===== config.mk =====
export PLATFORM = sky130hd
export DESIGN_NAME = lpmt_match
export DESIGN_NICKNAME = d
export VERILOG_FILES = /design/src/rtl/leveled_page_mapping_table_macros.svh /design/src/rtl/lpmt_pkg.sv /design/src/rtl/lpmt_match.sv
export SDC_FILE = /design/constraint.sdc
export NUM_CORES = 1
export LEC_CHECK = 0
export BUFFER_PORTS_ARGS = -buffer_cell sky130_fd_sc_hd__buf_2
export CORE_ASPECT_RATIO = 1.75
export CORE_MARGIN = 1.5
export CORE_UTILIZATION = 46
export DETAILED_ROUTE_END_ITERATION = 8
export PLACE_DENSITY = 0.8
export SKIP_LAST_GASP = 1
export SYNTH_ARGS = -nofsm -noshare
export SYNTH_HDL_FRONTEND = slang
export SYNTH_SLANG_ARGS = --single-unit

===== constraint.sdc =====
create_clock -name vclk -period 5.77
set_input_delay 0.577 -clock vclk [all_inputs]
set_output_delay 0.577 -clock vclk [all_outputs]
set_load 0.005 [all_outputs]

===== src/rtl/leveled_page_mapping_table_macros.svh =====
// Assertion macros for the leveled page mapping table
`ifndef LEVELED_PAGE_MAPPING_TABLE_MACROS_SVH
`define LEVELED_PAGE_MAPPING_TABLE_MACROS_SVH
`ifndef SYNTHESIS
`define LPMT_ASSERT(lbl, clk, rst_n, prop) \
	lbl: assert property (@(posedge clk) disable iff (!rst_n) prop) \
		else $error("lpmt assertion failed");
`define LPMT_ASSERT_ALWAYS(lbl, clk, prop) \
	lbl: assert property (@(posedge clk) prop) \
		else $error("lpmt assertion failed");
`else
`define LPMT_ASSERT(lbl, clk, rst_n, prop)
`define LPMT_ASSERT_ALWAYS(lbl, clk, prop)
`endif
`endif


===== src/rtl/lpmt_pkg.sv =====
// Types, constants and helpers shared by the page mapping table modules
`timescale 1ns / 1ps
package lpmt_pkg;
	localparam int DEPTH       = 64;
	localparam int IDX_W       = $clog2(DEPTH);
	localparam int CNT_W       = $clog2(DEPTH + 1);
	localparam int ADDR_W      = 48;
	localparam int PAGE_SHIFT  = 12;
	localparam int LEVEL_SHIFT = 9;

	typedef enum logic [1:0] {
		MODE_INSERT = 2'd0,
		MODE_LOOKUP = 2'd1,
		MODE_CLEAR  = 2'd2,
		MODE_NOP    = 2'd3
	} mode_t;

	typedef enum logic [2:0] {
		ST_IDLE = 3'b001,
		ST_SCAN = 3'b010,
		ST_FIN  = 3'b100
	} state_t;

	typedef struct packed {
		logic [ADDR_W-1:0] virt;
		logic [ADDR_W-1:0] phys;
		logic [3:0]        perm;
		logic [1:0]        kind;
		logic [1:0]        level;
	} entry_t;

	typedef struct packed {
		logic             we;
		logic [IDX_W-1:0] addr;
		entry_t           data;
	} wr_req_t;

	typedef struct packed {
		logic             re;
		logic [IDX_W-1:0] addr;
	} rd_req_t;

	typedef struct packed {
		logic              covered;
		logic [ADDR_W-1:0] diff;
	} match_t;

	// bits above the in-page offset that must be zero for the level's page size
	function automatic logic [ADDR_W-1:0] span_mask(input logic [1:0] lvl);
		logic [ADDR_W-1:0] span;
		span = ADDR_W'(1) << (PAGE_SHIFT + LEVEL_SHIFT * int'(lvl));
		return ~(span - ADDR_W'(1));
	endfunction
endpackage


===== src/rtl/lpmt_match.sv =====
// Shared range comparator: tests whether an address falls inside one mapping
`timescale 1ns / 1ps
module lpmt_match import lpmt_pkg::*; (
	input  logic [ADDR_W-1:0] va,
	input  entry_t            ent,
	output match_t            res
);
	logic [ADDR_W:0] sub;

	always_comb begin
		sub         = {1'b0, va} - {1'b0, ent.virt};
		res.diff    = sub[ADDR_W-1:0];
		res.covered = !sub[ADDR_W] && ((sub[ADDR_W-1:0] & span_mask(ent.level)) == '0);
	end
endmodule


### After elaboration in Yosys (flattened, before gate mapping)

Index checks and enable logic that the tools add are counted.

* shift-type cells: 1
* multipliers: 1
* reduce and logical (&&, ||, !) cells: 3
* $add $sub $neg: 3
* bitwise logic cells: 2

Operators with widths (number)
* 48-bit by 48-bit subtractor with 49-bit output: 1
* 48-bit AND: 1
* 48-bit logical NOT: 1
* 48-bit NOT: 1
* 1-bit by 7-bit << shifter with 48-bit output, first input constant: 1
* 48-bit by 1-bit subtractor with 48-bit output, second input constant: 1
* 4-bit by 6-bit adder with 7-bit output, first input constant: 1
* 4-bit by 2-bit multiplier with 6-bit output, first input constant: 1
* 1-bit logical AND: 1
* 1-bit logical NOT: 1

* flip-flop bits (word level): 0

### Logic depth before layout (Yosys ltp)

* depth in word-level cells: 8
* mapped depth: 15
* mapped depth without buffers: 14

### Worst setup path after synthesis

No wires, ideal clock.

* path type: input to output
* from: input va[0]
* to: output res[48] (netlist name)
* data arrival time: 3.429 ns
* buffers on the path: 0
* cell stages on the path: 14
* slack: 1.764 ns
* cell sequence: inv_1 ha_1 fa_1 nor2b_1 o31a_1 o2111ai_2 a211oi_2 nor2_1 xnor2_1 or3_1 o41ai_1 nand4_1 a2111o_1 nor2_1

RTL lines
* from (decl): line lpmt_match.sv:4 `input logic [ADDR_W-1:0] va,`
* to (decl): line lpmt_match.sv:6 `output match_t res`

==> summary.md <==
| Metric | Value |
|---|---|
| Core Region | `8670 um2` |
| Max Fclk | `0.207 GHz` |
| Hold_buf cts | `0` |
| Routed WL per cell | `16.1 um` |
| Maximum vdd drop | `69.5 uV` |
| Routed wire length | `13.8 mm` |
| Final setup viols | `0` |
| Vias/cell | `5.86` |
| Req. time, crit path | `5190 ps` |
| Share of cells above drive strength 1 | `23.3%` |
| Setup TNS | `0 ps` |
| Congestion Overflow GR | `0` |
| First-pass GRT wire length | `21.7 mm` |
| HP Class | `primary input to output pin` |
| Die Width | `74.4 um` |
| Final worst slack | `934 ps` |
| Synth Cell Area | `4100 um2` |
| Relative slew slack | `57.9%` |
| CP startpoint kind | `primary input` |
| Power per standard cell area | `129 nW/um2` |
| WHS | `1490 ps` |
| Die span in y | `128 um` |
| Port bufs | `147` |
| Max-cap check violation count | `0` |
| CP startpoint | `va[0]` |
| CP Class | `primary input to output pin` |
| Crit. End Element | `output pin` |
| Actual slew at the worst max-slew pin | `624 ps` |
| Post-layout net count | `951` |
| Antenna violations before repair | `0` |
| Syn_nets | `825` |
| Pins Over Slew Limit | `0` |
| Clock buffers | `0` |
| Multi-input gate area | `3730 um2` |
| CP Max Fanout | `5` |
| RePlAce Congestion | `0.908` |
| Post-Synthesis Cells | `614` |
| Leak | `0.00248 uW` |
| Row count | `45` |
| Fill cell count | `909` |
| First-pass iteration count of the detailed router | `5` |
| Tot GR Track Use | `28.1%` |
| Tcrit/Tclk final | `83.8%` |
| Power consumption | `631 uW` |
| Hpwl dp | `11.8 mm` |
| Initial core utilization | `47.3%` |
| Detailed Route Iter0 Violations | `272` |
| Crit path to | `res[48]` |
| Hold Vio Cnt, Final | `0` |
| Synth cell types | `79` |
| Worst EP arrival | `4260 ps` |
| Sequential cells | `0` |
| Synth Warn # | `0` |
| Seq. cell area | `0 um2` |
| Post-cts sizing count | `0` |
| Status | `finished clean` |
| Sequential fraction of the synthesis area | `0%` |
| DRC | `0` |
| I/O pins | `201` |
| # Post-CTS Setup Buffers | `0` |
| Synth-to-Final Area Change | `18.8%` |
| Dpl ws | `999 ps` |
| Antenna cell count | `0` |
| DIE AREA | `9510 um2` |
| Tmin final | `4840 ps` |
| Vias | `5010` |
| Antenna Nets Post-Route | `0` |
| Syn avg cell area | `6.68 um2` |
| Vias in the first global route | `4783` |
| Largest net degree at the start of global routing | `14` |
| RSZ-0062 raised after global routing | `false` |
## worst max-delay path, stage by stage
cell      delay [ps]
buf_2             70
inv_1             30
ha_1             210
fa_1             410
nor2b_1          190
o31a_1           270
nor2b_1           80
o211ai_1         540
xor2_1           160
or4_1            500
o41ai_1          420
nand4_1          160
a2111o_1         380
nor2_1           130
buf_2            140
## worst min path at each step
stage / start / end / slack [ps] / cells after the start
after detailed placement: ent[56] / res[0] / 1500 / 4
after CTS: ent[56] / res[0] / 1500 / 4
final: ent[56] / res[0] / 1490 / 4
after global placement: ent[56] / res[0] / 1500 / 4
after floorplan: ent[56] / res[0] / 1290 / 2
after global routing: ent[56] / res[0] / 1530 / 4
## synthesized netlist by cell type (5+ instances only)
library cell | instances | area [um2]
xor2_1 | 18 | 158
nand4_1 | 12 | 75.1
clkbuf_1 | 17 | 63.8
or3_1 | 5 | 31.3
o21bai_1 | 5 | 37.5
and3_1 | 10 | 62.6
nor2_1 | 36 | 135
o21ai_0 | 42 | 210
xnor2_1 | 26 | 228
a21oi_1 | 58 | 290
and2_1 | 10 | 62.6
nor2b_1 | 7 | 43.8
o21ai_1 | 10 | 50.1
o21a_1 | 10 | 75.1
inv_1 | 69 | 259
nand2_1 | 63 | 236
nor3_1 | 12 | 60.1
nand3_1 | 13 | 65.1
a21o_1 | 14 | 105
nand2b_1 | 11 | 68.8
ha_1 | 58 | 726
## per-layer routing
layer  track usage [%]  vias up  routed length (um)
met1              31.1     2299                5270
met2              53.8      200                7350
met5                 0        -                   0
li1                  -     2467                   -
met3              2.12       44                 662
met4              9.41        0                 502
## logic make-up (layout without fill, tap and decap cells)
group / after synthesis / count (layout) / synth area share [%]
simple gates: 205 / 205 / 26.4
compound gates: 208 / 208 / 35.7
buf+inv: 93 / 217 / 9.15
xor+xnor: 44 / 44 / 9.40
mux: 4 / 4 / 1.10
other cells: 1 / 1 / 0.0914
fa+ha+maj: 59 / 59 / 18.2
## placed cells by master, fill, tap and decap left out, types with 7 or more instances in the layout
cell / netlist / routed
buf_2: 3 / 147
inv_1: 69 / 69
nand2_1: 63 / 63
a21oi_1: 58 / 58
ha_1: 58 / 58
o21ai_0: 42 / 42
nor2_1: 36 / 36
xnor2_1: 26 / 26
xor2_1: 18 / 18
a21o_1: 14 / 14
nand3_1: 13 / 13
nand4_1: 12 / 12
nor3_1: 12 / 12
nand2b_1: 11 / 11
o21a_1: 10 / 10
o21ai_1: 10 / 10
and2_1: 10 / 10
and3_1: 10 / 10
nor2b_1: 7 / 7
## final cells by class
class | instances | area share [%]
multi-input combinational | 521 | 76.5
timing repair buffer | 147 | 15.1
inverter | 70 | 5.39
tap | 117 | 3.01
## through the flow
| stage | util, % | area (um2) | instances |
|---|---|---|---|
| global route | 56.2 | 4870 | 855 |
| floorplan | - | 4100 | 614 |
| global placement | 56.2 | 4870 | 855 |
| CTS | 56.2 | 4870 | 855 |
| finish | 56.2 | 4870 | 855 |
| detailed placement | 56.2 | 4870 | 855 |
## power by group
| part | switching, uW | internal [uW] | total (uW) |
|---|---|---|---|
| Clock | 0 | 0 | 0 |
| Combinational | 367 | 264 | 631 |
| Sequential | 0 | 0 | 0 |
| Total | 367 | 264 | 631 |
Note: power is estimated with default switching activity, not from simulation.
